$ cat config.mk
export PLATFORM = sky130hd
export DESIGN_NAME = radv_ratio
export DESIGN_NICKNAME = d
export VERILOG_FILES = /design/src/design/radv_pkg.sv /design/src/design/radv_ratio.sv
export SDC_FILE = /design/constraint.sdc
export NUM_CORES = 2
export LEC_CHECK = 0
export ABC_CLOCK_PERIOD_IN_PS = 12500
export BUFFER_PORTS_ARGS = -buffer_cell sky130_fd_sc_hd__buf_4
export CORE_MARGIN = 1
export CORE_UTILIZATION = 50
export DETAILED_ROUTE_END_ITERATION = 10
export GPL_ROUTABILITY_DRIVEN = 0
export GPL_TIMING_DRIVEN = 0
export HOLD_SLACK_MARGIN = 0.02
export MAX_ROUTING_LAYER = met4
export PLACE_DENSITY = 0.78
export SYNTH_ARGS = -nofsm -noshare
export SYNTH_HDL_FRONTEND = slang
export SYNTH_SLANG_ARGS = --single-unit
$ cat constraint.sdc
create_clock -name clk -period 12.5 [get_ports clk]
set_input_delay 0.625 -clock clk [delete_from_list [all_inputs] [get_ports clk]]
set_output_delay 0.625 -clock clk [all_outputs]
set_load 0.005 [all_outputs]
$ cat src/design/radv_pkg.sv
package radv_pkg;

	localparam int COORD_BITS_DEF = 12;
	localparam int FRAME_W        = 13;
	localparam int STRENGTH_W     = 17;
	localparam int REACH_W        = 48;
	localparam int REACH_SPLIT    = 24;
	localparam int RATIO_SHIFT    = 32;
	localparam int CFG_DATA_W     = 48;
	localparam int CFG_IDX_W      = 2;
	localparam int LATENCY        = 7;

	localparam logic [16:0] ONE_Q16     = 17'h10000;
	localparam logic [15:0] HALF_Q16    = 16'h8000;
	localparam logic [31:0] ROUND_RATIO = 32'h8000_0000;

	typedef enum logic [CFG_IDX_W-1:0] {
		CFG_FRAME_WIDTH   = 2'd0,
		CFG_FRAME_HEIGHT  = 2'd1,
		CFG_STRENGTH      = 2'd2,
		CFG_INVERSE_REACH = 2'd3
	} cfg_idx_t;

	typedef struct packed {
		logic [FRAME_W-1:0]    frame_width;
		logic [FRAME_W-1:0]    frame_height;
		logic [STRENGTH_W-1:0] strength;
		logic [REACH_W-1:0]    inverse_reach;
		logic                  empty;
	} cfg_t;

	typedef struct packed {
		logic [7:0] red;
		logic [7:0] green;
		logic [7:0] blue;
		logic [7:0] alpha;
	} pixel_t;

	// width of an offset magnitude from the centre
	function automatic int mag_width(input int coord_bits);
		mag_width = (coord_bits + 1 > FRAME_W) ? coord_bits + 1 : FRAME_W;
	endfunction

	// width of the squared distance sum
	function automatic int dist_width(input int coord_bits);
		dist_width = 2 * mag_width(coord_bits) + 1;
	endfunction

endpackage

$ cat src/design/radv_ratio.sv
module radv_ratio #(
	parameter int COORD_BITS = radv_pkg::COORD_BITS_DEF
) (
	input  logic                                            clk,
	input  logic                                            arst_n,
	input  logic                                            valid_s3,
	input  logic [radv_pkg::dist_width(COORD_BITS)-1:0]     d_s3,
	input  radv_pkg::pixel_t                                pix_s3,
	input  radv_pkg::cfg_t                                  cfg,
	output logic                                            valid_s6,
	output logic [16:0]                                     factor_s6,
	output radv_pkg::pixel_t                                pix_s6
);

	localparam int D_W    = radv_pkg::dist_width(COORD_BITS);
	localparam int HI_W   = radv_pkg::REACH_W - radv_pkg::REACH_SPLIT;
	localparam int P_W    = D_W + ((HI_W > radv_pkg::REACH_SPLIT) ? HI_W : radv_pkg::REACH_SPLIT);
	localparam int A_W    = D_W + radv_pkg::REACH_W + 1;
	localparam int RQ_W   = A_W - radv_pkg::RATIO_SHIFT;
	localparam int DARK_W = 2 * radv_pkg::STRENGTH_W;

	logic [radv_pkg::REACH_SPLIT-1:0] reach_lo;
	logic [HI_W-1:0]                  reach_hi;
	logic [A_W-1:0]                   acc;
	logic [RQ_W-1:0]                  rq;
	logic [DARK_W-1:0]                dark_full;
	logic [16:0]                      dark;

	logic             valid_s4, valid_s5;
	logic [P_W-1:0]   prod_lo_s4, prod_hi_s4;
	logic [16:0]      ratio_s5;
	radv_pkg::pixel_t pix_s4, pix_s5;

	assign reach_lo = cfg.inverse_reach[radv_pkg::REACH_SPLIT-1:0];
	assign reach_hi = cfg.inverse_reach[radv_pkg::REACH_W-1:radv_pkg::REACH_SPLIT];

	// ratio = round(d * reach / 2^32), saturated at one
	assign acc = (A_W'(prod_hi_s4) << radv_pkg::REACH_SPLIT) + A_W'(prod_lo_s4)
		+ A_W'(radv_pkg::ROUND_RATIO);
	assign rq  = acc[A_W-1:radv_pkg::RATIO_SHIFT];

	assign dark_full = DARK_W'(cfg.strength) * DARK_W'(ratio_s5) + DARK_W'(radv_pkg::HALF_Q16);
	assign dark      = dark_full[32:16];

	always_ff @(posedge clk or negedge arst_n) begin
		if (!arst_n) begin
			valid_s4 <= 1'b0;
			valid_s5 <= 1'b0;
			valid_s6 <= 1'b0;
		end else begin
			valid_s4 <= valid_s3;
			valid_s5 <= valid_s4;
			valid_s6 <= valid_s5;
		end
	end

	always_ff @(posedge clk) begin
		prod_lo_s4 <= P_W'(d_s3) * P_W'(reach_lo);
		prod_hi_s4 <= P_W'(d_s3) * P_W'(reach_hi);
		pix_s4     <= pix_s3;
		ratio_s5   <= (rq > RQ_W'(radv_pkg::ONE_Q16)) ? radv_pkg::ONE_Q16 : rq[16:0];
		pix_s5     <= pix_s4;
		factor_s6  <= radv_pkg::ONE_Q16 - dark;
		pix_s6     <= pix_s5;
	end

endmodule

# --- Word-level counts from Yosys, hierarchy flattened ---
# Cells that the tools add are included.
totals:
  register_bits: 235
  latchBits: 0
  ramBits: 0
  rom_bits: 0
  in_bits: 154
  out_inout_bits: 50
  word_cells: 27
  n_memories: 0
classes:
  add_sub_neg: 4
  n_mul: 3
  n_div: 0
  order_cmp: 1
  eq_ne: 0
  n_shift: 0
  mux: 0
  n_bitwise: 0
  reduce_logical: 0
ops:
  columns: ["cell", "count"]
  rows:
  - ["multiplier 27 x 24 -> 51 bit", 2]
  - ["adder 75 x 51 -> 76 bit", 1]
  - ["adder 76 x 32 -> 76 bit (second input constant)", 1]
  - ["greater-than comparator 44 x 17 -> 1 bit (second input constant)", 1]
  - ["adder 33 x 16 -> 33 bit (second input constant)", 1]
  - ["multiplier 17 x 17 -> 33 bit", 1]
  - ["subtractor 17 bit (first input constant)", 1]

# --- Logic depth before layout (Yosys ltp) ---
logic_depth:
  word_depth: 3
  ltp_mapped: 32
  depth_no_buf: 30

# --- Worst setup path after synthesis ---
# OpenSTA, ideal clock, no wires.
synth_timing:
  path_type: "input to register"
  start: "input cfg[28] (netlist bit)"
  end: "register prod_hi_s4[49]"
  setup_time_ns: 0.065
  arrival_time_ns: 7.487
  setup_slack_ns: 4.948
  stages: 27
  n_path_buf: 2
  path_cell_list: "clkbuf_1 -> clkbuf_1 -> nand2_1 -> fa_1 -> inv_1 -> fa_1 -> inv_1 -> fa_1 -> fa_1 -> inv_1 -> fa_1 -> fa_1 -> inv_1 -> fa_1 -> inv_1 -> ha_1 -> o21a_1 -> nor2_1 -> o21ai_0 -> a211oi_1 -> a21boi_0 -> o21ai_0 -> a41o_1 -> o31ai_1 -> a2111oi_0 -> nor4_1 -> nand4b_1"
synth_via:
  elab_chain_len: 1
synth_lines:
  columns: ["element", "line", "text"]
  rows:
  - ["start: declaration", "radv_ratio.sv:9", "input radv_pkg::cfg_t cfg,"]
  - ["multiplier 27 x 24 -> 51 bit", "radv_ratio.sv:59", "prod_hi_s4 <= P_W'(d_s3) * P_W'(reach_hi);"]
  - ["end signal: assignment", "radv_ratio.sv:59", null]
  - ["end: declaration", "radv_ratio.sv:30", "logic [P_W-1:0] prod_lo_s4, prod_hi_s4;"]
# Every way passes these cells.
# A chain may end at the register's enable or synchronous reset.

# --- Final worst setup path ---
layout_timing:
  start: "input d_s3[15] (netlist bit)"
  end: "register prod_lo_s4[46]"
layout_via:
  elab_chain_len: 1
layout_lines:
  columns: ["element", "line", "text"]
  rows:
  - ["start: declaration", "radv_ratio.sv:7", "input logic [radv_pkg::dist_width(COORD_BITS)-1:0] d_s3,"]
  - ["multiplier 27 x 24 -> 51 bit", "radv_ratio.sv:58", "prod_lo_s4 <= P_W'(d_s3) * P_W'(reach_lo);"]
  - ["end signal: assignment", "radv_ratio.sv:58", null]
  - ["end: declaration", "radv_ratio.sv:30", null]
# Every way passes these cells.

==> metrics.cfg <==
[run_status]
run_status = complete, no violations

[grt]
antenna_found_initial = 29
grt_pass1_vias = 47800
grt_max_degree = 16
overflow = 0
grt_usage = 0.322
grt_pass1_wl_um = 272000

[logic_synthesis]
synth.top_cell.area_share = 0.462
synthTopCellsByArea = fa_1 (46%), ha_1 (11%), inv_1 (9.9%)
synthFlopType = dfxtp_1
synth-edff-count = 0
synth_nets = 8259
ys_seq_elements = 211
yosys-top-cells-count = inv_1 (1,512), fa_1 (1,318), nand2_1 (880), and2_1 (787), ha_1 (515)
synth.most_common_cell = inv_1
synth_area_leader_cell = fa_1
synth_area_per_cell_um2 = 9.10
synth_cells = 6272
ys.warnings.count = 0
syn-cell-area_um2 = 57100
yosysUniqueCellTypes = 81
async_reset_ff_frac = 0.0142
yosysSeqAreaShare = 0.0742

[drt]
ant_nets = 0
routedWlPerCell_um = 21.9
first_pass_iters = 7
vias = 44600
drc_errors = 0
drt-initial-drc-count = 4228
routed_wirelength_um = 176000
vias_per_cell = 5.57

[clocking]
cts.path.max_buffers = 3
clk_pin_slew_ns = 0.06
cts-root-buf = clkbuf_16
numClockSinks = 211
ctsHtreeMaxLevel = 1
numCtsBuffers = 26
clk_latency_ns = 0.59
cts_tree = built

[final_layout]
finalNetCount = 8424
synthToLayoutAreaGrowth_pct = 6.94
drive_gt1_frac = 0.0338

[floorplan]
dieArea_um2 = 116000
dieWidth_um = 340
start_util = 0.506
ios = 204
die_y_um = 340
core_um2 = 113000
rows = 123

[placement]
port-buffer-count = 136
hpwlAfterDp_um = 146000

[setup_path]
crit_top_cell = fa_1
ff2ff_path_depth = 29
worstSetupEndpointType = flip-flop
rr_endpoint = factor_s6[16]
crit_type = in -> reg
rrSetupSlack_ns = 3.99
required_ns = 12.87
cpMaxStageDelayCell = clkbuf_1
cp-startpoint = d_s3[15]
arrival_ns = 10.54
critPathMaxFanout = 10
start_kind = input pin
critical_path.max_stage_delay_ns = 0.98
worstSetupEndpoint = prod_lo_s4[46]
reg2reg_from = ratio_s5[9]

[sta]
hold_violations = 0
drv_slew = 0
fin_tns_setup_ns = 0
fmax_ghz = 0.0983
tightest_slew_ns = 1.34
fin_crit_ns = 10.17
setup_violations = 0
skew_ns = 0.0209
rsz0062_at_grt = no
relSlewSlack = 0.102
period_share = 0.814

[hold_path]
hold_class = in -> reg

[flow_run]
drv_cap = 0

-- cell families (layout without fill, tap and decap cells) --
kind of cell | Yosys count | in the layout | synth area share
DFF | 211 | 211 | 0.0742
xor gates and xnor gates | 121 | 121 | 0.0186
and+or+nand+nor | 1923 | 1923 | 0.168
muxes | 7 | 7 | 0.00129
other | 0 | 49 | 0
adders and majority gates | 1833 | 1833 | 0.575
AOI/OAI and AO/OA | 368 | 368 | 0.0434
buffers and inverters | 1809 | 1993 | 0.119
-- cells in the final DEF (no fill, tap or decap), types with 7 or more instances in the layout --
master     Yosys  final
a211oi_1      14     14
a21o_1        56     56
a21oi_1      103    103
a31oi_1       16     16
and2_1       787    787
and3_1        27     27
and4_1         7      7
buf_4          0    136
clkbuf_1     292    294
clkbuf_16      0     27
dfxtp_1      208    208
diode_2        0     49
fa_1        1318   1318
ha_1         515    515
inv_1       1512   1512
nand2_1      880    880
nand2b_1      12     12
nand3_1       42     42
nand4_1       17     17
nor2_1        71     71
nor2_2         9      9
nor2b_1        9      9
nor3_1        30     30
nor4_1         7      7
o211ai_1      11     11
o21a_1        24     24
o21ai_0       55     55
o21bai_1       9      9
xnor2_1       85     85
xor2_1        36     36
-- routing by layer --
metal  vias up  GRT usage  part of all wire
met5         -          -                 0
met4         0      0.206             0.084
met3       935      0.114              0.14
met2      2986      0.484              0.44
met1     22000      0.363              0.34
li1      18700          -                 -
-- cell type report --
cell class / instances / area (um2)
Tap cell: 1500 / 1880
Antenna cell: 49 / 123
Multi-Input combinational cell: 4252 / 46100
Inverter: 1512 / 5680
Clock buffer: 30 / 697
Fill cell: 9878 / 51700
Clock inverter: 17 / 238
Buffer: 297 / 1130
Sequential cell: 211 / 4240
Timing Repair Buffer: 137 / 1030
-- registers in the layout, indices dropped and copies added, names as in the netlist --
name and flops:
valid_s4 1, prod_hi_s4 51, valid_s6 1, pix_s6 32, ratio_s5 17, prod_lo_s4 27, valid_s5 1, pix_s5 32
factor_s6 17, pix_s4 32
-- critical path, delay by kind of cell --
kind / cells / cell delay (ns)
adders and majority gates: 8 / 3.88
buffers and inverters: 7 / 1.96
and+or+nand+nor: 2 / 0.30
AOI/OAI and AO/OA: 9 / 2.87
xor gates and xnor gates: 1 / 0.89
-- how the worst min path moves through the flow --
stage                           from  depth (start not counted)    endpoint
after floorplan            pix_s4[0]                          0   pix_s5[0]
after global placement    pix_s4[26]                          0  pix_s5[26]
after detailed placement  pix_s4[12]                          0  pix_s5[12]
after CTS                 pix_s3[18]                          1  pix_s4[18]
after global routing      pix_s3[12]                          1  pix_s4[12]
final                     pix_s3[18]                          1  pix_s4[18]
-- through the flow --
step / instances / cell area [um2] / utilization / setup slack, ns / hold WS (ns)
floorplan: 6272 / 57100 / - / 4.95 / 0.310
global placement: 7908 / 60000 / 0.532 / 2.33 / 0.310
detailed placement: 7908 / 60000 / 0.532 / 2.29 / 0.312
CTS: 7956 / 60900 / 0.540 / 2.90 / 0.107
global route: 7990 / 61000 / 0.541 / 2.25 / 0.119
finish: 8005 / 61100 / 0.541 / 2.33 / 0.143
-- repair_timing --
| item | in CTS | in global routing |
|---|---|---|
| resized for setup | 0 | 0 |
| hold buffers | 1 | 0 |
| endpoints found under the hold margin | 3 | 0 |
| setup buffers | 0 | 0 |
Power is left out: the tool's default activity adds up to more than one toggle a clock period on the data nets, which glitch-free logic cannot reach.
