===== config.mk =====
export PLATFORM = sky130hd
export DESIGN_NAME = radv_scale
export DESIGN_NICKNAME = d
export VERILOG_FILES = /design/src/design/radv_pkg.sv /design/src/design/radv_scale.sv
export SDC_FILE = /design/constraint.sdc
export NUM_CORES = 1
export LEC_CHECK = 0
export BUFFER_PORTS_ARGS = -buffer_cell sky130_fd_sc_hd__clkbuf_2
export CAP_MARGIN = 20
export CORE_UTILIZATION = 58
export DETAILED_ROUTE_END_ITERATION = 10
export GPL_ROUTABILITY_DRIVEN = 0
export PLACE_DENSITY_LB_ADDON = 0.3
export SYNTH_ARGS = -nofsm -noshare
export SYNTH_HDL_FRONTEND = slang
export SYNTH_SLANG_ARGS = --single-unit

===== constraint.sdc =====
create_clock -name clk -period 0.8 [get_ports clk]
set_clock_uncertainty 0.05 [all_clocks]
set_input_delay 0.08 -clock clk [delete_from_list [all_inputs] [get_ports clk]]
set_output_delay 0.08 -clock clk [all_outputs]
set_load 0.02 [all_outputs]

===== src/design/radv_pkg.sv =====
package radv_pkg;

	localparam int COORD_BITS_DEF = 12;
	localparam int FRAME_W        = 13;
	localparam int STRENGTH_W     = 17;
	localparam int REACH_W        = 48;
	localparam int REACH_SPLIT    = 24;
	localparam int RATIO_SHIFT    = 32;
	localparam int CFG_DATA_W     = 48;
	localparam int CFG_IDX_W      = 2;
	localparam int LATENCY        = 7;

	localparam logic [16:0] ONE_Q16     = 17'h10000;
	localparam logic [15:0] HALF_Q16    = 16'h8000;
	localparam logic [31:0] ROUND_RATIO = 32'h8000_0000;

	typedef enum logic [CFG_IDX_W-1:0] {
		CFG_FRAME_WIDTH   = 2'd0,
		CFG_FRAME_HEIGHT  = 2'd1,
		CFG_STRENGTH      = 2'd2,
		CFG_INVERSE_REACH = 2'd3
	} cfg_idx_t;

	typedef struct packed {
		logic [FRAME_W-1:0]    frame_width;
		logic [FRAME_W-1:0]    frame_height;
		logic [STRENGTH_W-1:0] strength;
		logic [REACH_W-1:0]    inverse_reach;
		logic                  empty;
	} cfg_t;

	typedef struct packed {
		logic [7:0] red;
		logic [7:0] green;
		logic [7:0] blue;
		logic [7:0] alpha;
	} pixel_t;

	// width of an offset magnitude from the centre
	function automatic int mag_width(input int coord_bits);
		mag_width = (coord_bits + 1 > FRAME_W) ? coord_bits + 1 : FRAME_W;
	endfunction

	// width of the squared distance sum
	function automatic int dist_width(input int coord_bits);
		dist_width = 2 * mag_width(coord_bits) + 1;
	endfunction

endpackage


===== src/design/radv_scale.sv =====
module radv_scale (
	input  logic             clk,
	input  logic             arst_n,
	input  logic             valid_s6,
	input  logic [16:0]      factor_s6,
	input  radv_pkg::pixel_t pix_s6,
	output logic             valid_s7,
	output radv_pkg::pixel_t pix_s7
);

	logic [24:0] red_full, green_full, blue_full;

	// round(c * factor / 2^16); never exceeds 255 as factor <= one
	assign red_full   = 25'(pix_s6.red)   * 25'(factor_s6) + 25'(radv_pkg::HALF_Q16);
	assign green_full = 25'(pix_s6.green) * 25'(factor_s6) + 25'(radv_pkg::HALF_Q16);
	assign blue_full  = 25'(pix_s6.blue)  * 25'(factor_s6) + 25'(radv_pkg::HALF_Q16);

	always_ff @(posedge clk or negedge arst_n) begin
		if (!arst_n) begin
			valid_s7 <= 1'b0;
		end else begin
			valid_s7 <= valid_s6;
		end
	end

	always_ff @(posedge clk) begin
		pix_s7.red   <= red_full[23:16];
		pix_s7.green <= green_full[23:16];
		pix_s7.blue  <= blue_full[23:16];
		pix_s7.alpha <= pix_s6.alpha;
	end

endmodule


# --- Word level (Yosys, flattened, before mapping) ---
# Cells that the tools add are included.
totals:
  register_bits: 33
  latch_bits: 0
  ramBits: 0
  mem_bits_ro: 0
  input_bits: 52
  out_inout_bits: 33
  elab_cells: 11
  memories: 0
classes:
  addsub: 3
  mul: 3
  div_mod_pow: 0
  n_lt_le_gt_ge: 0
  n_eq_ne: 0
  n_shift: 0
  muxes: 0
  n_bitwise: 0
  n_reduce_logical: 0
op_table:
  columns: ["operator", "count"]
  rows:
  - ["adder 24 x 16 -> 24 bit (second input constant)", 3]
  - ["multiplier 8 x 17 -> 24 bit", 3]

# --- Longest topological paths before layout ---
# Gate-level depths: netlist of run 1.
logic_depth:
  word_depth: 2
  ltp_mapped: 18
  depth_no_buf: 17

# --- Worst setup path before layout of run 1 ---
# OpenSTA, ideal clock, no wires.
synth_path:
  kind: "in2reg"
  start: "input pix_s6[26] (netlist name)"
  end: "register pix_s7[30] (netlist name)"
  setup_time_ps: 123
  arrival_ps: 4110
  required_time_ps: 627
  setup_slack_ps: -3483
  path_stages: 16
  n_path_buf: 1
  path_cell_list: "clkbuf_1 -> and2_1 -> fa_1 -> fa_1 -> fa_1 -> inv_1 -> fa_1 -> inv_1 -> ha_1 -> and3_2 -> and3_2 -> a2111oi_2 -> o2111a_1 -> o31a_2 -> o21bai_1 -> xor2_1"
synth_between:
  elab_chain_len: 2
synth_rtl:
  columns: ["element", "line", "text"]
  rows:
  - ["start: declaration", "radv_scale.sv:6", "input radv_pkg::pixel_t pix_s6,"]
  - ["multiplier 8 x 17 -> 24 bit", "radv_scale.sv:14", "assign red_full = 25'(pix_s6.red) * 25'(factor_s6) + 25'(radv_pkg::HALF_Q16);"]
  - ["adder 24 x 16 -> 24 bit", "radv_scale.sv:14", null]
  - ["via red_full[22]", "radv_scale.sv:11", "logic [24:0] red_full, green_full, blue_full;"]
  - ["end: declaration", "radv_scale.sv:8", "output radv_pkg::pixel_t pix_s7"]
# The timed path passes the listed nets, and every way through them passes these cells.

# --- Worst setup path in the final report of run 1 ---
layout_path:
  start: "input factor_s6[13]"
  end: "register pix_s7[15] (netlist name)"
layout_between:
  elab_chain_len: 2
layout_rtl:
  columns: ["element", "line", "text"]
  rows:
  - ["start: declaration", "radv_scale.sv:5", "input logic [16:0] factor_s6,"]
  - ["multiplier 8 x 17 -> 24 bit", "radv_scale.sv:16", "assign blue_full = 25'(pix_s6.blue) * 25'(factor_s6) + 25'(radv_pkg::HALF_Q16);"]
  - ["adder 24 x 16 -> 24 bit", "radv_scale.sv:16", null]
  - ["via blue_full[23]", "radv_scale.sv:11", null]
# The timed path passes the listed nets, and every way through them passes these cells.

==> qor.txt, run 1 <==
final core utilization - 78.3%
DRT Pass-1 Iters - 5
Mapped Cells - 1435
hold slack final - 0.0890 ns
die height - 152 µm
most frequent cells after synthesis - inv_1, and2_1, fa_1
P&R area growth vs syn - 31.8%
Initial Utilization - 59.4%
Worst Path Arrival - 4.26 ns
Main synth FF type - dfxtp_1
Via density - 5.35
Max Root-Sink Buffers - 2
CTS sink count - 33
post-synthesis async set-or-reset flop share - 3.03%
Total GRT Usage - 30.3%
critical setup path kind - input port to flop
first-pass GRT wire length - 54300 µm
share of layout cells above drive strength 1 - 29.4%
leakage power - 8.81 nW
CP Cell Sequence - buf_4 > nand2_1 > fa_1 > fa_1 > inv_1 > fa_1 > inv_2 > fa_1 > inv_2 > ha_4 > a21o_1 > a21oi_2 > o21ai_2 > a221oi_4 > a21oi_2 > or4_1 > nand3_1
final layout net count - 2139
Antenna Nets Post-Route - 0
Synth area leader - fa_1
overall power - 0.0466 W
H-tree depth - 2
DIE AREA - 23000 µm²
TritonCTS clock tree - done
GR Overflow Total - 0
period utilization - 510%
met1 wire length - 12700 µm
Hold WC Path Type - input port to async pin
status - finished, violations left
Core ar. - 21900 µm²
register bit count reported by yosys - 33
Startpoint Class - input port
ranking of synthesized cells by area - fa_1, and2_1, ha_1
Pwr Density - 2720 nW/µm²
sequential power share - 6.8%
Max rail drop VDD - 2.67 mV
Slew @ Worst Pin - 0.382 ns
Worst Setup End Kind - flop
fillers - 1348
EDFF count, synth - 0
Slew Limit Fails - 0
buffers added on ports - 84
Post-DP HPWL - 24000 µm
Post-Syn Area per Cell - 9.06 µm²
Gate power share - 88.1%
DRC viols - 0
top-area cell type share of the netlist area - 40.6%
final setup margin - -3.28 ns
CP max FO - 7
vias in the first global route - 11900
Crit path max-delay family - adder cells
most frequent CP cell - fa_1
top-count cell post-synth - inv_1
maxcap violations - 0
CTS root buffer - clkbuf_16
width of the die - 152 µm
WL final - 33500 µm
wire length on met2 - 18200 µm
Synthesis Warnings - 0
Mapped Area - 13000 µm²
met3 wire length - 1270 µm
top layer in use - met4
initial antenna violation count - 0
syn nets - 1910
Netlist cell types - 53
net switching power - 0.0213 W
diode count - 0
Switching Fraction - 45.8%
Worst-path clk slew - 0.06 ns
final hold violations - 0
fmax - 245 MHz
slowest stage delay, CP - 0.57 ns
dpl ws - -3.81 ns
pin count of the biggest net entering global routing - 16
Rel. slew slack - 74.6%
slowest CP cell - fa_1
vias - 10400
cell internal pwr - 0.0252 W
per-cell routed wire length - 17.2 µm
I/O Pins - 85
Tmin final - 4.08 ns
initial DRC count - 394
# rows - 54
RSZ-0062 raised after global routing - true
CP bufs+invs - 4
Finish-stage setup viols - 57
Clock power frac - 5.1%
WP data required - 0.98 ns
Inserted Clock Buffers - 5
register area share after synthesis - 5.12%
failing checks - negative setup slack
flip-flops by register name, summed over array words and instances, names as in the netlist:
signal / flops
pix_s7: 32
valid_s7: 1
final cells by class:
| class | instances | area [µm²] | area share [%] |
|---|---|---|---|
| Multi-Input combinational cell | 1003 | 11700 | 68.1 |
| Timing Repair Buffer | 279 | 2950 | 17.2 |
| Inverter | 342 | 1280 | 7.49 |
| Sequential cell | 33 | 704 | 4.11 |
| Tap cell | 280 | 350 | 2.04 |
| Clock buffer | 7 | 143 | 0.832 |
| Clock inverter | 1 | 30.0 | 0.175 |
layer usage:
| layer | track usage (%) | up-vias |
|---|---|---|
| met2 | 56.3 | 328 |
| met3 | 2.90 | 103 |
| met1 | 35.5 | 5290 |
| met5 | 0 | - |
| met4 | 12.7 | 0 |
| li1 | - | 4694 |
stage by stage:
stage / setup TNS, ns / std cells / instance area [µm²]
floorplan: -74.25 / 1435 / 13400
global placement: -86.02 / 1903 / 15000
global route: -80.39 / 1945 / 17100
detailed placement: -87.66 / 1903 / 15000
CTS: -77.22 / 1940 / 16700
finish: -77.23 / 1945 / 17100
cells in the final DEF, fill, tap and decap left out, types with 3 or more instances in the layout:
master / n
fa_1: 247
nand2_2: 6
clkbuf_4: 4
xnor2_2: 3
a21oi_4: 5
nand2_4: 4
and3_4: 7
and2_4: 48
nor2_1: 10
ha_2: 3
ha_4: 23
dlygate4sd3_1: 10
nor2_2: 4
buf_4: 142
clkbuf_16: 18
fa_2: 17
xor2_1: 8
o211ai_1: 3
a21oi_1: 10
a21oi_2: 14
ha_1: 133
and3_1: 7
clkbuf_8: 13
buf_12: 10
inv_1: 317
inv_2: 25
xnor2_1: 21
o21bai_1: 4
buf_8: 39
o21ai_0: 5
a21o_1: 15
buf_6: 34
clkbuf_2: 14
and2_1: 277
o21a_1: 6
dfxtp_2: 31
nand2_1: 77
cell families after synthesis:
logic type / count (synthesis) / synth area share (%)
AO/OA/AOI/OAI: 91 / 5.10
XOR/XNOR: 33 / 2.22
AND/OR/NAND/NOR: 455 / 20.0
buffers and inverters: 399 / 11.5
flip-flops: 33 / 5.12
multiplexers: 1 / 0.0770
adder cells (fa/ha/maj): 423 / 55.9
worst max-delay path by stage:
stage,endpoint,cells after the start,slack [ns],startpoint
final,pix_s7[15],17,-3.28,factor_s6[13]
after global routing,pix_s7[15],19,-3.38,pix_s6[8]
after CTS,pix_s7[15],17,-3.22,pix_s6[15]
after detailed placement,pix_s7[15],17,-3.81,factor_s6[6]
after global placement,pix_s7[30],16,-3.73,factor_s6[5]
after floorplan,pix_s7[30],16,-3.33,factor_s6[4]
repair_timing:
| action | CTS | global route |
|---|---|---|
| setup buffers | 15 | 4 |
| hold buffers | 10 | 0 |
| pin swaps | 85 | 90 |
| endpoints found under the hold margin | 10 | 0 |
| endpoints found under the setup margin | 57 | 57 |
| gates cloned | 5 | 1 |
| resized for setup | 270 | 151 |
power by group through the flow:
stage	logic [W]	clock network (W)	registers [W]
2_1_floorplan	0.0202	0	0.00358
4_1_cts	0.0364	0.00241	0.00294
6_report	0.0410	0.00238	0.00315
5_1_grt	0.0452	0.00247	0.00322
3_5_place_dp	0.0316	0	0.00275
3_3_place_gp	0.0303	0	0.00277
Power figures use the tool's default switching activity.
==> run 2: changes to the inputs <==
Settings changed: MAX_ROUTING_LAYER set to met4, RECOVER_POWER set to 100.
==> run 2 against run 1 <==
The flow still finishes with violations (negative setup slack). Fmax hardly changed. Die area stayed put. Worst setup slack better by 0.0037 ns. Non-clock buffer count stayed put. Sequential power hardly changed. Wire length hardly changed. Power hardly changed. Worst hold slack better by 0.0026 ns. Critical path depth is 1 lower. Via count is 0.22% lower. First-iteration DRC count is 3.6% lower. Critical path type unchanged. Critical endpoint unchanged. Largest cell class unchanged. Largest power group unchanged.
==> qor.txt, run 2 (same netlist as run 1, synthesis figures left out) <==
DRT Pass-1 Iters - 4 (-1)
Gate power share - 88.1% (about the same)
max reg flops - 32 (unchanged)
Startpoint Class - input port
leakage power - 8.81 nW (about the same)
final setup margin - -3.27 ns (+0.00366 ns)
status - finished, violations left
Total GRT Usage - 31.2% (+0.91 points)
Core ar. - 21900 µm² (unchanged)
M1 GR Usage - 35.6% (about the same)
P&R area growth vs syn - 31.8% (about the same)
share of layout cells above drive strength 1 - 29.4% (-0.060 points)
CP Cell Sequence - clkbuf_2 > buf_4 > nand2_1 > fa_1 > fa_1 > inv_1 > fa_1 > fa_1 > ha_1 > inv_2 > o41ai_2 > o221a_2 > a221oi_4 > a21oi_2 > or4_1 > nand3_1
H-tree depth - 2 (unchanged)
CTS root buffer - clkbuf_16
Hold WC Path Type - input port to async pin
Inserted Clock Buffers - 5 (unchanged)
Worst-path clk slew - 0.06 ns (about the same)
cell internal pwr - 0.0252 W (about the same)
Initial Utilization - 59.4% (unchanged)
Max Root-Sink Buffers - 2 (unchanged)
final hold violations - 0 (unchanged)
DIE AREA - 23000 µm² (unchanged)
Slew @ Worst Pin - 0.366 ns (-0.0161 ns)
CTS sink count - 33 (unchanged)
Antenna Nets Post-Route - 0 (unchanged)
WL final - 33500 µm (about the same)
final core utilization - 78.3% (about the same)
slowest stage delay, CP - 0.50 ns (-0.07 ns)
Rel. slew slack - 75.6% (+1.1 points)
Slew Limit Fails - 0 (unchanged)
diode count - 0 (unchanged)
Non-Filler Instances - 1945 (unchanged)
Crit path max-delay family - adder cells
Biggest register - pix_s7
CP max FO - 4 (-3)
I/O Pins - 85 (unchanged)
FF+latch area - 704 µm² (unchanged)
most frequent CP cell - fa_1
fmax - 245 MHz (about the same)
slowest CP cell - fa_1
Max rail drop VDD - 2.68 mV (+0.39%)
Worst Setup End Kind - flop
CP bufs+invs - 4 (unchanged)
Worst Path Arrival - 4.26 ns (about the same)
die height - 152 µm (unchanged)
Post-DP HPWL - 24000 µm (unchanged)
Finish-stage setup viols - 57 (unchanged)
Pwr Density - 2720 nW/µm² (about the same)
Via density - 5.34 (-0.22%)
pin count of the biggest net entering global routing - 16 (unchanged)
# rows - 54 (unchanged)
Placed Cells incl. Taps - 1903 (unchanged)
Switching Fraction - 45.8% (about the same)
initial antenna violation count - 0 (unchanged)
critical setup path kind - input port to flop
TritonCTS clock tree - done
buffers added on ports - 84 (unchanged)
period utilization - 509% (about the same)
first-pass GRT wire length - 54300 µm (about the same)
multi-input logic area - 11700 µm² (unchanged)
commonest non-fill, non-tap cell in the layout - inv_1
Tmin final - 4.07 ns (-0.00366 ns)
failing checks - negative setup slack
GRT busiest layer - met2
per-cell routed wire length - 17.2 µm (about the same)
net switching power - 0.0213 W (about the same)
vias in the first global route - 11900 (+0.0084%)
fillers - 1349 (+0.074%)
WP data required - 0.99 ns (about the same)
final layout net count - 2139 (unchanged)
GR Overflow Total - 0 (unchanged)
largest registers - pix_s7: 32 flops, valid_s7: 1 flops
Clock power frac - 5.1% (about the same)
maxcap violations - 0 (unchanged)
initial DRC count - 380 (-3.6%)
most frequent cells in the layout - inv_1, and2_1, fa_1
RSZ-0062 raised after global routing - true
sequential power share - 6.8% (about the same)
vias - 10400 (-0.22%)
met3 Resource Use GR - 2.90% (unchanged)
M2 GR Usage - 56.3% (unchanged)
DRC viols - 0 (unchanged)
width of the die - 152 µm (unchanged)
run 2: final cells by class:
cell class / count / area share [%]
inverters: 342 / 7.49
repair buffers: 279 / 17.2
well taps: 280 / 2.04
clock buffers: 7 / 0.832
flip-flops and latches: 33 / 4.11
clock inverters: 1 / 0.175
multi-input cells: 1003 / 68.1
run 2: metal layers:
| layer | part of all wire [%] | vias to the layer above |
|---|---|---|
| li1 | - | 4700 |
| met1 | 38 | 5294 |
| met2 | 55 | 297 |
| met3 | 3.7 | 101 |
| met4 | 3.7 | 0 |
| met5 | 0 | - |
run 2: worst max-delay path by stage:
stage            startpoint          to  slack [ns]  cells after the start
2_1_floorplan  factor_s6[4]  pix_s7[30]       -3.33                     16
3_3_place_gp   factor_s6[5]  pix_s7[30]       -3.73                     16
3_5_place_dp   factor_s6[6]  pix_s7[15]       -3.81                     17
4_1_cts          pix_s6[15]  pix_s7[15]       -3.22                     17
5_1_grt           pix_s6[8]  pix_s7[15]       -3.38                     19
6_report       factor_s6[0]  pix_s7[15]       -3.27                     16
run 2: stage by stage:
step | hold slack, ns | instance area [µm²] | total power (W) | TNS, ns | setup slack [ns]
2_1_floorplan | -0.266 | 13400 | 0.0238 | -74.25 | -3.33
3_3_place_gp | -0.195 | 15000 | 0.0330 | -86.02 | -3.73
3_5_place_dp | -0.194 | 15000 | 0.0343 | -87.66 | -3.81
4_1_cts | 0.0417 | 16700 | 0.0417 | -77.22 | -3.22
5_1_grt | 0.100 | 17100 | 0.0509 | -80.47 | -3.38
6_report | 0.0916 | 17100 | 0.0466 | -77.12 | -3.27
run 2: repair_timing:
action	CTS	global route
hold buffers	10	0
resized for setup	270	151
endpoints found under the setup margin	57	57
pin swaps	85	90
setup buffers	15	4
hold endpoints to repair	10	0
gates cloned	5	1
run 2: power groups by stage:
stage	clock (W)	sequential [W]	combinational, W
after floorplan	0	0.00358	0.0202
after global placement	0	0.00277	0.0303
after detailed placement	0	0.00275	0.0316
after CTS	0.00241	0.00294	0.0364
after global routing	0.00247	0.00322	0.0452
final	0.00238	0.00315	0.0411
==> run 3: changes to the inputs <==
Settings changed: CTS_CLUSTER_SIZE set to 25, PLACE_DENSITY set to 0.8, PLACE_DENSITY_LB_ADDON 0.3 to not set.
==> run 3 against run 2 <==
The flow still finishes with violations (negative setup slack). Sequential power is essentially flat. Power grew 2.4%. Worst setup slack got worse by 0.13 ns. Highest routed layer unchanged. Critical path type unchanged. Fmax shrank 3.1%.
==> qor.txt, run 3 (same netlist as run 1, synthesis figures left out) <==
status - finished, violations left
failing checks - negative setup slack
DRT Pass-1 Iters - 5 (+1)
final core utilization - 78.9% (+0.64 points)
Gate power share - 89.2% (+1.1 points)
Switching Fraction - 46.8% (+1.0 points)
Hold WC Path Type - input port to async pin
first-pass GRT wire length - 54300 µm (about the same)
WP data required - 0.92 ns (-0.07 ns)
GR Overflow Total - 0 (unchanged)
Placed Cells incl. Taps - 1905 (+0.11%)
CP max FO - 4 (unchanged)
vias - 10700 (+3.0%)
buffers added on ports - 84 (unchanged)
initial antenna violation count - 0 (unchanged)
CP bufs+invs - 4 (unchanged)
initial DRC count - 712 (+87%)
Rel. slew slack - 70.7% (-4.9 points)
RSZ-0062 raised after global routing - true
Core ar. - 21900 µm² (unchanged)
net switching power - 0.0223 W (+4.7%)
Via density - 5.46 (+2.1%)
DRC viols - 0 (unchanged)
max reg flops - 32 (unchanged)
Slew @ Worst Pin - 0.439 ns (+0.0734 ns)
I/O Pins - 85 (unchanged)
critical setup path kind - input port to flop
Antenna Nets Post-Route - 0 (unchanged)
sequential power share - 6.6% (-0.2 points)
Max Root-Sink Buffers - 2 (unchanged)
final layout net count - 2155 (+0.75%)
Max rail drop VDD - 2.42 mV (-9.8%)
final hold violations - 0 (unchanged)
setup_tns - -79.31 ns (-2.19 ns)
WL final - 35600 µm (+6.4%)
Crit path max-delay family - adder cells
dpl cell area - 15000 µm² (+0.10%)
TritonCTS clock tree - done
Tmin final - 4.20 ns (+0.130 ns)
commonest non-fill, non-tap cell in the layout - inv_1
Finish-stage setup viols - 57 (unchanged)
CTS sink count - 33 (unchanged)
CTS root buffer - clkbuf_16
P&R area growth vs syn - 32.9%
Worst-path clk slew - 0.06 ns (about the same)
Biggest register - pix_s7
most frequent CP cell - fa_1
per-cell routed wire length - 18.2 µm (+5.5%)
Pwr Density - 2760 nW/µm² (+1.5%)
CP Cell Sequence - clkbuf_16 > buf_6 > and2_4 > fa_1 > fa_2 > fa_1 > inv_1 > fa_1 > inv_2 > ha_4 > and3_4 > and3_4 > a2111oi_4 > o2111a_2 > o31a_4 > o21bai_4 > xor2_1
H-tree depth - 2 (unchanged)
diode count - 0 (unchanged)
Total GRT Usage - 31.0% (-0.23 points)
Clock power frac - 4.1% (-1.0 points)
pin count of the biggest net entering global routing - 21 (+5)
Non-Filler Instances - 1961 (+0.82%)
slowest stage delay, CP - 0.51 ns (about the same)
maxcap violations - 0 (unchanged)
Initial Utilization - 59.4% (unchanged)
die height - 152 µm (unchanged)
post-route cell area - 17300 µm² (+0.82%)
slowest CP cell - fa_1
period utilization - 525% (+16 points)
dpl ws - -3.83 ns (-0.0111 ns)
width of the die - 152 µm (unchanged)
# rows - 54 (unchanged)
DIE AREA - 23000 µm² (unchanged)
final setup margin - -3.40 ns (-0.130 ns)
share of layout cells above drive strength 1 - 30.3% (+0.91 points)
fmax - 238 MHz (-3.1%)
leakage power - 8.86 nW (+0.57%)
Inserted Clock Buffers - 5 (unchanged)
largest registers - pix_s7: 32 flops, valid_s7: 1 flops
cell internal pwr - 0.0254 W (+0.44%)
most frequent cells in the layout - inv_1, and2_1, fa_1
Worst Path Arrival - 4.32 ns (+0.06 ns)
vias in the first global route - 11900 (-0.13%)
Slew Limit Fails - 0 (unchanged)
Post-DP HPWL - 23800 µm (-0.80%)
Startpoint Class - input port
Worst Setup End Kind - flop
==> run 3: layout make-up <==
type,instances,area [µm²]
sequential,33,706
timing repair buffer,295,3080
fill,1278,4610
inverter,342,1280
clock buffer,5,125
tap,280,350
clock inverter,3,17.5
multi-input combinational,1003,11700
==> run 3: worst max path at each step <==
stage | slack (ns) | startpoint | endpoint | cells past startpoint
5_1_grt | -3.54 | pix_s6[10] | pix_s7[15] | 17
4_1_cts | -3.29 | factor_s6[2] | pix_s7[30] | 17
2_1_floorplan | -3.33 | factor_s6[4] | pix_s7[30] | 16
3_5_place_dp | -3.83 | factor_s6[5] | pix_s7[23] | 18
6_report | -3.40 | factor_s6[2] | pix_s7[30] | 17
3_3_place_gp | -3.70 | pix_s6[31] | pix_s7[30] | 16
==> run 3: through the flow <==
| step | total power [W] | hold slack, ns |
|---|---|---|
| floorplan | 0.0238 | -0.266 |
| global placement | 0.0330 | -0.195 |
| detailed placement | 0.0344 | -0.195 |
| CTS | 0.0419 | 0.0452 |
| global route | 0.0520 | 0.0606 |
| finish | 0.0477 | 0.0466 |
==> run 3: routing by layer <==
metal,share of wire (%),global-route usage (%),vias to the layer above
li1,-,-,4741
met1,37,36.7,5432
met2,53,55.5,374
met3,4.6,1.95,153
met4,4.9,11.4,0
met5,0,-,-
==> run 3: timing repair <==
| action | in CTS | in global routing |
|---|---|---|
| setup buffers | 27 | 9 |
| hold buffers | 10 | 0 |
| gates resized for setup | 255 | 189 |
| pin swaps | 82 | 93 |
| endpoints found under the hold margin | 10 | 0 |
| cloned | 4 | 3 |
| endpoints found under the setup margin | 57 | 57 |
==> run 3: power by group through the flow <==
stage	registers, W	clock network [W]	logic (W)
after floorplan	0.00358	0	0.0202
after global placement	0.00277	0	0.0302
after detailed placement	0.00276	0	0.0316
after CTS	0.00295	0.00199	0.0370
after global routing	0.00322	0.00207	0.0467
final	0.00316	0.00198	0.0426
