[src/design/radv_pkg.sv]
package radv_pkg;

	localparam int COORD_BITS_DEF = 12;
	localparam int FRAME_W        = 13;
	localparam int STRENGTH_W     = 17;
	localparam int REACH_W        = 48;
	localparam int REACH_SPLIT    = 24;
	localparam int RATIO_SHIFT    = 32;
	localparam int CFG_DATA_W     = 48;
	localparam int CFG_IDX_W      = 2;
	localparam int LATENCY        = 7;

	localparam logic [16:0] ONE_Q16     = 17'h10000;
	localparam logic [15:0] HALF_Q16    = 16'h8000;
	localparam logic [31:0] ROUND_RATIO = 32'h8000_0000;

	typedef enum logic [CFG_IDX_W-1:0] {
		CFG_FRAME_WIDTH   = 2'd0,
		CFG_FRAME_HEIGHT  = 2'd1,
		CFG_STRENGTH      = 2'd2,
		CFG_INVERSE_REACH = 2'd3
	} cfg_idx_t;

	typedef struct packed {
		logic [FRAME_W-1:0]    frame_width;
		logic [FRAME_W-1:0]    frame_height;
		logic [STRENGTH_W-1:0] strength;
		logic [REACH_W-1:0]    inverse_reach;
		logic                  empty;
	} cfg_t;

	typedef struct packed {
		logic [7:0] red;
		logic [7:0] green;
		logic [7:0] blue;
		logic [7:0] alpha;
	} pixel_t;

	// width of an offset magnitude from the centre
	function automatic int mag_width(input int coord_bits);
		mag_width = (coord_bits + 1 > FRAME_W) ? coord_bits + 1 : FRAME_W;
	endfunction

	// width of the squared distance sum
	function automatic int dist_width(input int coord_bits);
		dist_width = 2 * mag_width(coord_bits) + 1;
	endfunction

endpackage

[src/design/radv_dist.sv]
module radv_dist #(
	parameter int COORD_BITS = radv_pkg::COORD_BITS_DEF
) (
	input  logic                                            clk,
	input  logic                                            arst_n,
	input  logic                                            take,
	input  logic [COORD_BITS-1:0]                           pixel_x,
	input  logic [COORD_BITS-1:0]                           pixel_y,
	input  radv_pkg::pixel_t                                pix_in,
	input  radv_pkg::cfg_t                                  cfg,
	output logic                                            valid_s3,
	output logic [radv_pkg::dist_width(COORD_BITS)-1:0]     d_s3,
	output radv_pkg::pixel_t                                pix_s3
);

	localparam int MAG_W = radv_pkg::mag_width(COORD_BITS);
	localparam int OFF_W = MAG_W + 1;
	localparam int SQ_W  = 2 * MAG_W;
	localparam int D_W   = radv_pkg::dist_width(COORD_BITS);

	logic [OFF_W-1:0] off_x, off_y, neg_x, neg_y;
	logic [MAG_W-1:0] mag_x, mag_y;

	logic             valid_s1, valid_s2;
	logic [MAG_W-1:0] mag_x_s1, mag_y_s1;
	logic [SQ_W-1:0]  sq_x_s2, sq_y_s2;
	radv_pkg::pixel_t pix_s1, pix_s2;

	// doubled coordinates: 2p + 1 - size
	assign off_x = OFF_W'({pixel_x, 1'b1}) - OFF_W'(cfg.frame_width);
	assign off_y = OFF_W'({pixel_y, 1'b1}) - OFF_W'(cfg.frame_height);
	assign neg_x = OFF_W'(0) - off_x;
	assign neg_y = OFF_W'(0) - off_y;
	assign mag_x = off_x[OFF_W-1] ? neg_x[MAG_W-1:0] : off_x[MAG_W-1:0];
	assign mag_y = off_y[OFF_W-1] ? neg_y[MAG_W-1:0] : off_y[MAG_W-1:0];

	always_ff @(posedge clk or negedge arst_n) begin
		if (!arst_n) begin
			valid_s1 <= 1'b0;
			valid_s2 <= 1'b0;
			valid_s3 <= 1'b0;
		end else begin
			valid_s1 <= take && !cfg.empty;
			valid_s2 <= valid_s1;
			valid_s3 <= valid_s2;
		end
	end

	always_ff @(posedge clk) begin
		mag_x_s1 <= mag_x;
		mag_y_s1 <= mag_y;
		pix_s1   <= pix_in;
		sq_x_s2  <= SQ_W'(mag_x_s1) * SQ_W'(mag_x_s1);
		sq_y_s2  <= SQ_W'(mag_y_s1) * SQ_W'(mag_y_s1);
		pix_s2   <= pix_s1;
		d_s3     <= D_W'(sq_x_s2) + D_W'(sq_y_s2);
		pix_s3   <= pix_s2;
	end

endmodule

[config.mk]
export PLATFORM = sky130hd
export DESIGN_NAME = radv_dist
export DESIGN_NICKNAME = d
export VERILOG_FILES = /design/src/design/radv_pkg.sv /design/src/design/radv_dist.sv
export SDC_FILE = /design/constraint.sdc
export NUM_CORES = 1
export LEC_CHECK = 0
export BUFFER_PORTS_ARGS = -buffer_cell sky130_fd_sc_hd__buf_2
export CAP_MARGIN = 25
export CORE_MARGIN = 5
export CORE_UTILIZATION = 51
export DETAILED_ROUTE_END_ITERATION = 8
export GPL_TIMING_DRIVEN = 0
export PLACE_DENSITY = 0.82
export SYNTH_ARGS = -nofsm -noshare
export SYNTH_HDL_FRONTEND = slang
export SYNTH_SLANG_ARGS = --single-unit
[constraint.sdc]
create_clock -name clk -period 7.12 [get_ports clk]
set_input_delay 0.712 -clock clk [delete_from_list [all_inputs] [get_ports clk]]
set_output_delay 0.712 -clock clk [all_outputs]
set_load 0.02 [all_outputs]
==> After elaboration in Yosys (flattened, before gate mapping) <==
Index checks and enable logic that the tools add are counted.
Widths: inputs -> output; s select.
{ "word_totals": {"regBits": 204, "in_bits": 151, "out_inout_bits": 60, "elab_cells": 31} }
{ "classes": {"add_sub_neg": 5, "mul": 2, "mux": 2, "n_reduce_logical": 2} }
{ "op_table": {"columns": ["op", "count"], "rows": [
  ["$mul 13x13->26", 2],
  ["$sub 13x13->14", 2],
  ["$add 26x26->27", 1],
  ["$mux 13", 2],
  ["$sub 1x13->13 const A", 2],
  ["$logic_and 1x1->1", 1],
  ["$logic_not 1->1", 1]
]} }

==> Logic depth before layout (Yosys ltp) <==
Gate-level depths: netlist of the first run.
{ "logic_depth": {"word_depth": 3, "ltp_mapped": 22, "mapped_depth_nobuf": 21} }

==> Worst setup path before layout of the first run <==
No wires, ideal clock.
{ "synth_path": {"path_type": "register to register", "start": "register mag_y_s1[1]", "end": "register sq_y_s2[20]", "setup_ns": 0.129, "t_arrival_ns": 5.196, "t_required_ns": 6.991, "path_slack_ns": 1.795, "stages_incl_launch_ff": 20, "path_buffers": 1, "synth_period_minus_slack_ns": 5.325, "path_cell_list": "dfxtp_1 clkbuf_1 and2_1 fa_1 inv_1 fa_1 inv_1 fa_1 inv_1 fa_1 fa_1 inv_1 ha_1 a21oi_1 o21ai_1 a2111oi_0 o31a_1 o21ai_1 a211oi_1 nor2_1"} }
{ "synth_via": {"elab_chain_cells": 1} }
{ "synth_lines": {"columns": ["element", "line", "rtl"], "rows": [
  ["start: declaration", "radv_dist.sv:25", "logic [MAG_W-1:0] mag_x_s1, mag_y_s1;"],
  ["start signal: assignment", "radv_dist.sv:51", "mag_y_s1 <= mag_y;"],
  ["$mul 13x13->26", "radv_dist.sv:54", "sq_y_s2 <= SQ_W'(mag_y_s1) * SQ_W'(mag_y_s1);"],
  ["end signal: assignment", "radv_dist.sv:54", null],
  ["end: declaration", "radv_dist.sv:26", "logic [SQ_W-1:0] sq_x_s2, sq_y_s2;"]
]} }
No other way between the ends.

==> Worst setup path in the final report of the first run <==
{ "layout_path": {"start": "register mag_x_s1[3]", "end": "register sq_x_s2[24]"} }
{ "layout_via": {"elab_chain_cells": 1} }
{ "layout_lines": {"columns": ["element", "line", "rtl"], "rows": [
  ["start: declaration", "radv_dist.sv:25", null],
  ["start signal: assignment", "radv_dist.sv:50", "mag_x_s1 <= mag_x;"],
  ["$mul 13x13->26", "radv_dist.sv:53", "sq_x_s2 <= SQ_W'(mag_x_s1) * SQ_W'(mag_x_s1);"],
  ["end signal: assignment", "radv_dist.sv:53", null],
  ["end: declaration", "radv_dist.sv:26", null]
]} }
No other way between the ends.

==> results.py, run 1 <==
metrics = {
    "detailed_routing": {
        "wl_um": 31800,
        "postRouteAntennaNets": 0,
        "avgViaCountPerCell": 5.13,
        "wl_per_cell_um": 13.7,
        "drt_pass1_iterations": 5,
        "drc": 0,
        "vias": 12000,
        "drt_iter0_drc": 668,
    },
    "yosys": {
        "ys_warn_count": 0,
        "synth_async_sr_flop_share_pct": 1.49,
        "ys_dominant_reg_cell": "dfxtp_1",
        "netlist_area_um2": 16300,
        "syn_nets": 2278,
        "synth_edf_count": 0,
        "yosysUniqueCellTypes": 72,
        "ys_ff_latch": 202,
        "avgSynthCellArea_um2": 9.36,
        "netlist_instances": 1745,
        "seq_area_frac_synth_pct": 24.8,
    },
    "die": {
        "dieArea_um2": 35700,
        "num_rows": 65,
        "initial_core_util_pct": 51.8,
        "dieWidth_um": 189,
        "core_um2": 31600,
        "die_h_um": 189,
        "ios": 211,
    },
    "timing": {
        "finalHoldViolCount": 0,
        "rsz0062_at_grt": "false",
        "tightest_slew_ps": 869,
        "fmax_mhz": 162,
        "fin_tns_setup_ps": 0,
        "timing.slew.headroom_pct": 41.7,
        "min_period_over_period_pct": 86.8,
        "drv_slew": 0,
        "timing.final.crit_period_ps": 6180,
        "fin_skew_ps": 18.9,
        "setup_viol": 0,
    },
    "clock_tree": {
        "ctsResizeCount": 0,
        "cts_max_path_buffers": 3,
        "clk_pin_slew_worst_paths_ps": 70,
        "cts_max_level": 1,
        "clkLatencyLatePin_ps": 510,
        "post_cts_buffers": 0,
        "cts_tree": "built",
        "clock-sinks": 202,
        "numCtsBuffers": 22,
        "clock-root-buffer": "clkbuf_16",
        "cts_hold_buffers": 1,
    },
    "worst_setup_path": {
        "path_max_fanout": 10,
        "setup.worst_path.end_class": "flop",
        "worst-setup-path-type": "flop to flop",
        "path_cells": "clkbuf_1 > nand2_1 > inv_1 > fa_1 > fa_1 > fa_1 > inv_1 > fa_1 > fa_1 > inv_1 > ha_1 > and2_1 > a221oi_1 > o211a_1 > a21boi_1 > nor4b_1 > o31ai_1 > a31oi_1",
        "start_kind": "flop",
        "slowest_delay_ps": 610,
        "worstPathRequired_ps": 7540,
        "cp.arrival_ps": 6600,
        "cp_slowest_cell": "nor4b_1",
        "crit-reg2reg-launch": "mag_x_s1[3]",
        "crit_start": "mag_x_s1[3]",
        "crit_top_cell": "fa_1",
    },
    "worst_hold_path": {
        "hold_class": "input pin to flop",
        "hold_start": "pix_in[27]",
    },
    "outcome": {
        "status": "finished, final reports clean",
    },
    "final_layout": {
        "final_cell_mix": "inv_1 (425), dfxtp_1 (199), fa_1 (192)",
        "fin_util_pct": 58.1,
        "syn_to_final_growth_pct": 12.3,
        "layout_commonest_cell": "inv_1",
        "layout-drive-gt1-share_pct": 10.6,
        "antennaDiodeCount": 0,
        "layout.nets": 2448,
        "layoutNonFillerInstCount": 2332,
    },
    "global_route": {
        "antenna_found_initial": 0,
        "grt_use_total_pct": 17.9,
        "grt_pass1_vias": 12300,
        "grt_pass1_wl_um": 54500,
        "gr-total-overflow": 0,
        "grt_max_degree": 16,
    },
    "place": {
        "dp.cells": 2292,
        "hpwlAfterDp_um": 26100,
        "io_buffers": 145,
        "place_congestion": 0.882,
    },
    "flow_run": {
        "cap_violations": 0,
    },
}
worst paths after layout:
check / cells past startpoint / slack (ps) / to
setup reg to reg: 18 / 940 / sq_x_s2[24]
hold / removal: 1 / 300 / pix_s1[27]
hold reg to reg: 0 / 320 / pix_s2[9]
min in group asynchronous: 2 / 520 / valid_s2
max in group asynchronous: 2 / 6490 / valid_s1
setup / recovery: 18 / 940 / sq_x_s2[24]
state kept, by name (all words and copies together), names as in the netlist:
name and cells:
valid_s3 1, valid_s1 1, pix_s3 32, mag_x_s1 13
mag_y_s1 13, pix_s1 32, sq_x_s2 25, sq_y_s2 25
d_s3 27, pix_s2 32, valid_s2 1
final cells by class:
cell class              instances  area [um2]
multi-input cells            1086       10600
inverters                     425        1600
plain buffers                  32         121
clock inverters                11         155
flip-flops and latches        202        4060
fillers                      2667       13200
well taps                     402         503
repair buffers                146         736
clock buffers                  28         614
cells by family after synthesis:
logic type / share of synthesized area, %
compound gates: 9.42
xor+xnor: 5.79
fa+ha+maj: 38.1
buf+inv: 10.5
flops: 24.8
mux: 0.260
simple gates: 11.1
synthesized netlist by cell type, types with 4 or more instances:
master,instances,area (um2)
inv_1,425,1600
dfxtp_1,199,3980
fa_1,192,3840
ha_1,190,2380
nand2_1,121,454
nor2_1,72,270
xnor2_1,71,622
a21oi_1,65,325
and2_1,61,382
xor2_1,32,280
clkbuf_1,31,116
a21o_1,25,188
nor2b_1,22,138
o21ai_0,22,110
nor3_1,21,105
nand3_1,19,95.1
o21a_1,14,105
a31oi_1,13,81.3
a211oi_1,12,90.1
nand2b_1,9,56.3
and3_1,8,50.1
o211ai_1,8,60.1
o21ai_1,8,40.0
or3_1,8,50.1
o31a_1,6,52.6
o31ai_1,6,45.0
or2_2,6,37.5
o21bai_1,5,37.5
a31o_2,4,35.0
nand4_1,4,25.0
nor4_1,4,25.0
o2111ai_1,4,35.0
metrics by stage:
step	worst slack, ps	hold slack, ps	area, um2
2_1_floorplan	1800	310	16300
3_3_place_gp	1140	310	17600
3_5_place_dp	1040	312	17600
4_1_cts	1000	272	18300
5_1_grt	588	274	18300
6_report	937	295	18300
critical path: cells and delay by family (launching register included):
family          cells  cell delay (ps)
flops               1              500
simple gates        3              970
fa+ha+maj           6             2740
buf+inv             4              660
compound gates      5             1210
routing by layer:
layer / vias up / track usage, % / share of wire [%]
met4: 0 / 4.65 / 2.4
met2: 314 / 31.1 / 48
met3: 58 / 3.13 / 6.5
met1: 5816 / 23.3 / 43
met5: - / 0 / 0
li1: 5783 / - / -
Power of run 1 is left out: the tool's default activity adds up to more than one toggle a clock period on the data nets, which glitch-free logic cannot reach.
==> inputs of run 2 (changes only) <==
- PLACE_DENSITY: 0.82 -> not set
- PLACE_DENSITY_LB_ADDON: not set -> 0.2
==> results.py, run 2 (synthesized netlist as in run 1, its figures left out) <==
metrics = {
    "die": {
        "die_h_um": 189,
        "initial_core_util_pct": 51.8,
        "dieWidth_um": 189,
        "core_um2": 31600,
        "dieArea_um2": 35700,
        "num_rows": 65,
        "ios": 211,
    },
    "worst_setup_path": {
        "timing.rr.end": "sq_y_s2[20]",
        "crit_start": "mag_y_s1[3]",
        "start_kind": "flop",
        "setup.worst_path.end_class": "flop",
        "path_max_fanout": 10,
        "worst-setup-path-type": "flop to flop",
        "cp.arrival_ps": 6590,
        "worstPathRequired_ps": 7510,
        "r2r_cells": 20,
        "ff2ff_setup_slack_ps": 920,
        "crit-reg2reg-launch": "mag_y_s1[3]",
    },
    "timing": {
        "setup_viol": 0,
        "drv_slew": 0,
        "finalHoldViolCount": 0,
        "fin_tns_setup_ps": 0,
        "rsz0062_at_grt": "false",
        "fin_skew_ps": 17.8,
        "timing.final.crit_period_ps": 6200,
        "fmax_mhz": 161,
        "tightest_slew_ps": 815,
        "timing.slew.headroom_pct": 45.3,
        "min_period_over_period_pct": 87.0,
    },
    "detailed_routing": {
        "drc": 0,
        "avgViaCountPerCell": 5.01,
        "vias": 11700,
        "wl_per_cell_um": 13.4,
        "drt_iter0_drc": 627,
        "postRouteAntennaNets": 0,
        "wl_um": 31200,
        "drt_pass1_iterations": 5,
    },
    "final_layout": {
        "top_regs": "pix_s1: 32 flops, pix_s2: 32 flops, pix_s3: 32 flops",
        "layout_commonest_cell": "inv_1",
        "layout-drive-gt1-share_pct": 10.8,
        "syn_to_final_growth_pct": 12.4,
        "layout.nets": 2448,
        "fin_area_um2": 18400,
        "fillCellCount": 2847,
        "antennaDiodeCount": 0,
        "final_cell_mix": "inv_1 (425), dfxtp_1 (199), fa_1 (192)",
        "fin_util_pct": 58.2,
    },
    "worst_hold_path": {
        "min_to": "pix_s1[7]",
        "hold_class": "input pin to flop",
        "hold_start": "pix_in[7]",
        "whs_path_depth": 1,
    },
    "clock_tree": {
        "numCtsBuffers": 22,
        "clock-root-buffer": "clkbuf_16",
        "ctsResizeCount": 0,
        "clock-sinks": 202,
        "clkLatencyLatePin_ps": 520,
        "cts_max_path_buffers": 3,
        "post_cts_buffers": 0,
        "clk_pin_slew_worst_paths_ps": 70,
        "cts_tree": "built",
        "cts_max_level": 1,
    },
    "place": {
        "place_area_um2": 17600,
        "hpwlAfterDp_um": 26100,
        "place_congestion": 0.866,
        "io_buffers": 145,
    },
    "global_route": {
        "grt_pass1_vias": 11800,
        "gr-total-overflow": 0,
        "grt_pass1_wl_um": 54200,
        "antenna_found_initial": 0,
        "grt_use_total_pct": 17.8,
        "grt_max_degree": 19,
    },
    "outcome": {
        "status": "finished, final reports clean",
    },
    "flow_run": {
        "cap_violations": 0,
    },
}
run 2: worst max-delay path, stage by stage (launching register included):
cell,delay [ps]
dfxtp_1,490
clkbuf_1,480
nand2_1,180
inv_1,100
fa_1,400
inv_1,90
fa_1,390
inv_1,100
fa_1,420
inv_1,80
fa_1,440
fa_1,560
inv_1,50
ha_1,320
a21oi_1,230
o21ai_1,130
a2111oi_0,690
o31a_1,420
o21ai_1,170
a211oi_1,280
nor2_1,50
run 2: what timing repair did:
action,in CTS,in global routing
endpoints found under the setup margin,0,0
endpoints found under the hold margin,3,0
hold buffers,1,0
run 2: per-stage QoR:
stage / std cells / hold WS [ps] / setup WS (ps)
3_5_place_dp: 2292 / 312 / 901
2_1_floorplan: 1745 / 310 / 1800
6_report: 2333 / 290 / 923
5_1_grt: 2333 / 269 / 500
4_1_cts: 2333 / 266 / 893
3_3_place_gp: 2292 / 310 / 1040
run 2: final cells by class:
type | instances | area (um2) | share of cell area, %
Buffer | 32 | 121 | 0.661
Sequential cell | 202 | 4060 | 22.1
Clock inverter | 16 | 203 | 1.10
Inverter | 425 | 1600 | 8.69
Tap cell | 402 | 503 | 2.74
Multi-Input combinational cell | 1086 | 10600 | 57.5
Timing Repair Buffer | 146 | 736 | 4.01
Clock buffer | 24 | 579 | 3.16
run 2: how the worst max path moves through the flow:
stage / end / depth (start not counted)
after detailed placement: sq_y_s2[20] / 19
after global placement: sq_y_s2[20] / 19
after global routing: sq_y_s2[20] / 20
after CTS: sq_y_s2[20] / 19
final: sq_y_s2[20] / 20
after floorplan: sq_y_s2[20] / 19
run 2: per-layer routing:
metal	track usage [%]	vias up	part of all wire, %
met3	2.29	45	6.2
li1	-	5796	-
met1	25.6	5552	47
met2	29.0	288	45
met4	3.90	0	1.9
met5	0	-	0
Power of run 2 is left out for the same reason.
==> inputs of run 3 (changes only) <==
- ABC_AREA: not set -> 1
==> results.py, run 3 <==
metrics = {
    "yosys": {
        "avgSynthCellArea_um2": 8.11,
        "ys_warn_count": 0,
        "netlist_instances": 2130,
        "netlist_area_um2": 17300,
        "seq_area_frac_synth_pct": 23.5,
        "synth_area_leaders": "dfxtp_1 (23%), fa_1 (22%), ha_1 (14%)",
        "synth_edf_count": 0,
        "ys_ff_latch": 202,
        "syn_nets": 2663,
        "yosysUniqueCellTypes": 42,
        "ys_dominant_reg_cell": "dfxtp_1",
        "yosysTopAreaCellShare_pct": 23.1,
        "netlist.top_cell.by_area": "dfxtp_1",
        "synth.most_common_cell": "inv_1",
        "synth_common_cells": "inv_1 (562), nand2_1 (414), dfxtp_1 (199)",
        "synth_async_sr_flop_share_pct": 1.49,
    },
    "worst_setup_path": {
        "crit_end": "sq_y_s2[25]",
        "r2r_cells": 17,
        "path_max_fanout": 10,
        "cp.arrival_ps": 6000,
        "start_kind": "flop",
        "ff2ff_setup_slack_ps": 1500,
        "setup.worst_path.end_class": "flop",
        "crit_start": "mag_y_s1[3]",
        "worst-setup-path-type": "flop to flop",
        "worstPathRequired_ps": 7500,
        "crit-reg2reg-launch": "mag_y_s1[3]",
        "timing.rr.end": "sq_y_s2[25]",
    },
    "timing": {
        "finalHoldViolCount": 0,
        "fmax_mhz": 178,
        "fin_skew_ps": 21.9,
        "finalWorstSetupSlack_ps": 1500,
        "tightest_slew_ps": 663,
        "timing.slew.headroom_pct": 55.8,
        "fin_tns_setup_ps": 0,
        "drv_slew": 0,
        "timing.final.crit_period_ps": 5620,
        "setup_viol": 0,
        "min_period_over_period_pct": 78.9,
        "rsz0062_at_grt": "false",
    },
    "die": {
        "dieWidth_um": 194,
        "num_rows": 67,
        "initial_core_util_pct": 51.5,
        "dieArea_um2": 37700,
        "core_um2": 33500,
        "die_h_um": 194,
        "ios": 211,
    },
    "detailed_routing": {
        "wl_per_cell_um": 13.6,
        "avgViaCountPerCell": 4.90,
        "drt_iter0_drc": 527,
        "wl_um": 37600,
        "drc": 0,
        "drt_pass1_iterations": 5,
        "postRouteAntennaNets": 0,
        "vias": 13500,
    },
    "final_layout": {
        "layout_commonest_cell": "inv_1",
        "layout-drive-gt1-share_pct": 9.50,
        "final_cell_mix": "inv_1 (562), nand2_1 (414), dfxtp_1 (199)",
        "layout.nets": 2833,
        "top_regs": "pix_s1: 32 flops, pix_s2: 32 flops, pix_s3: 32 flops",
        "syn_to_final_growth_pct": 12.0,
        "antennaDiodeCount": 0,
        "layoutNonFillerInstCount": 2764,
    },
    "outcome": {
        "status": "finished, final reports clean",
    },
    "place": {
        "place_congestion": 0.918,
        "dp.cells": 2723,
        "io_buffers": 145,
        "hpwlAfterDp_um": 32300,
        "pre_cts_slack_ps": 1590,
    },
    "clock_tree": {
        "numCtsBuffers": 22,
        "clock-root-buffer": "clkbuf_16",
        "clkLatencyLatePin_ps": 510,
        "clk_pin_slew_worst_paths_ps": 60,
        "cts_tree": "built",
        "cts_max_path_buffers": 3,
        "cts_max_level": 1,
        "clock-sinks": 202,
    },
    "global_route": {
        "grt_max_degree": 16,
        "antenna_found_initial": 0,
        "grt_pass1_vias": 14100,
        "gr-total-overflow": 0,
        "grt_use_total_pct": 20.1,
        "grt_pass1_wl_um": 64500,
    },
    "flow_run": {
        "cap_violations": 0,
    },
    "worst_hold_path": {
        "whs_path_depth": 1,
        "hold_class": "input pin to flop",
    },
}
-- run 3: cell types whose count changed in the layout (fill, tap and decap cells not counted), moves of 13 or more --
cell / delta
nand3_1: +63
and2_1: -61
xor2_1: +38
xnor2_1: -43
nand2_1: +293
a21o_1: -13
nand4_1: +16
a21oi_1: +20
inv_1: +137
nor2b_1: -22
o21ai_0: +17
nor2_1: +35
-- run 3: logic make-up (layout without fill, tap and decap cells) --
logic type	count (synthesis)	in the layout	synth area share (%)
simple gates	667	667	16.1
buf+inv	592	778	12.9
fa+ha+maj	382	382	36.0
flops	202	202	23.5
compound gates	189	189	6.54
xor+xnor	98	98	4.97
-- run 3: per-layer routing --
metal / up-vias / wire length (um) / GRT usage (%) / part of all wire (%)
met5: - / 0 / 0 / 0
met4: 0 / 964 / 5.23 / 2.6
met2: 328 / 17600 / 35.1 / 47
met3: 70 / 1860 / 2.61 / 4.9
li1: 6750 / - / - / -
met1: 6388 / 17100 / 26.5 / 46
-- run 3: what timing repair did --
item | 4_1_cts | 5_1_grt
resized for setup | 0 | 0
setup buffers | 0 | 0
hold endpoints to repair | 3 | 0
hold buffers | 1 | 0
-- run 3: layout make-up --
type	count	area, um2
Fill cell	3181	14200
Multi-Input combinational cell	1336	11000
Buffer	30	128
Clock buffer	28	634
Sequential cell	202	4060
Tap cell	448	561
Inverter	562	2110
Timing Repair Buffer	146	736
Clock inverter	12	144
-- run 3: worst max-delay path, stage by stage, from the launching register on --
cell      delay (ps)
dfxtp_1          530
clkbuf_1         490
nand2_1          160
fa_1             560
fa_1             550
inv_1             50
fa_1             460
fa_1             490
inv_1             50
fa_1             530
inv_1             40
ha_1             340
a21oi_1          250
o21ai_0          140
a21oi_1          140
o21ai_0          200
a21oi_1          220
xor2_1           300
-- run 3: worst min path at each step --
| stage | start | to | slack, ps |
|---|---|---|---|
| detailed placement | pix_s2[26] | pix_s3[26] | 310 |
| finish | pix_in[5] | pix_s1[5] | 310 |
| CTS | pix_in[3] | pix_s1[3] | 280 |
| floorplan | pix_s1[0] | pix_s2[0] | 310 |
| global route | pix_in[3] | pix_s1[3] | 280 |
| global placement | pix_s1[5] | pix_s2[5] | 310 |
-- run 3: per-stage QoR --
| stage | hold WS (ps) | util (%) | area, um2 |
|---|---|---|---|
| after floorplan | 310 | - | 17300 |
| after global placement | 310 | 55.4 | 18600 |
| after detailed placement | 312 | 55.4 | 18600 |
| after CTS | 283 | 57.7 | 19400 |
| after global routing | 283 | 57.7 | 19400 |
| final | 306 | 57.7 | 19400 |
Power of run 3 is left out for the same reason.
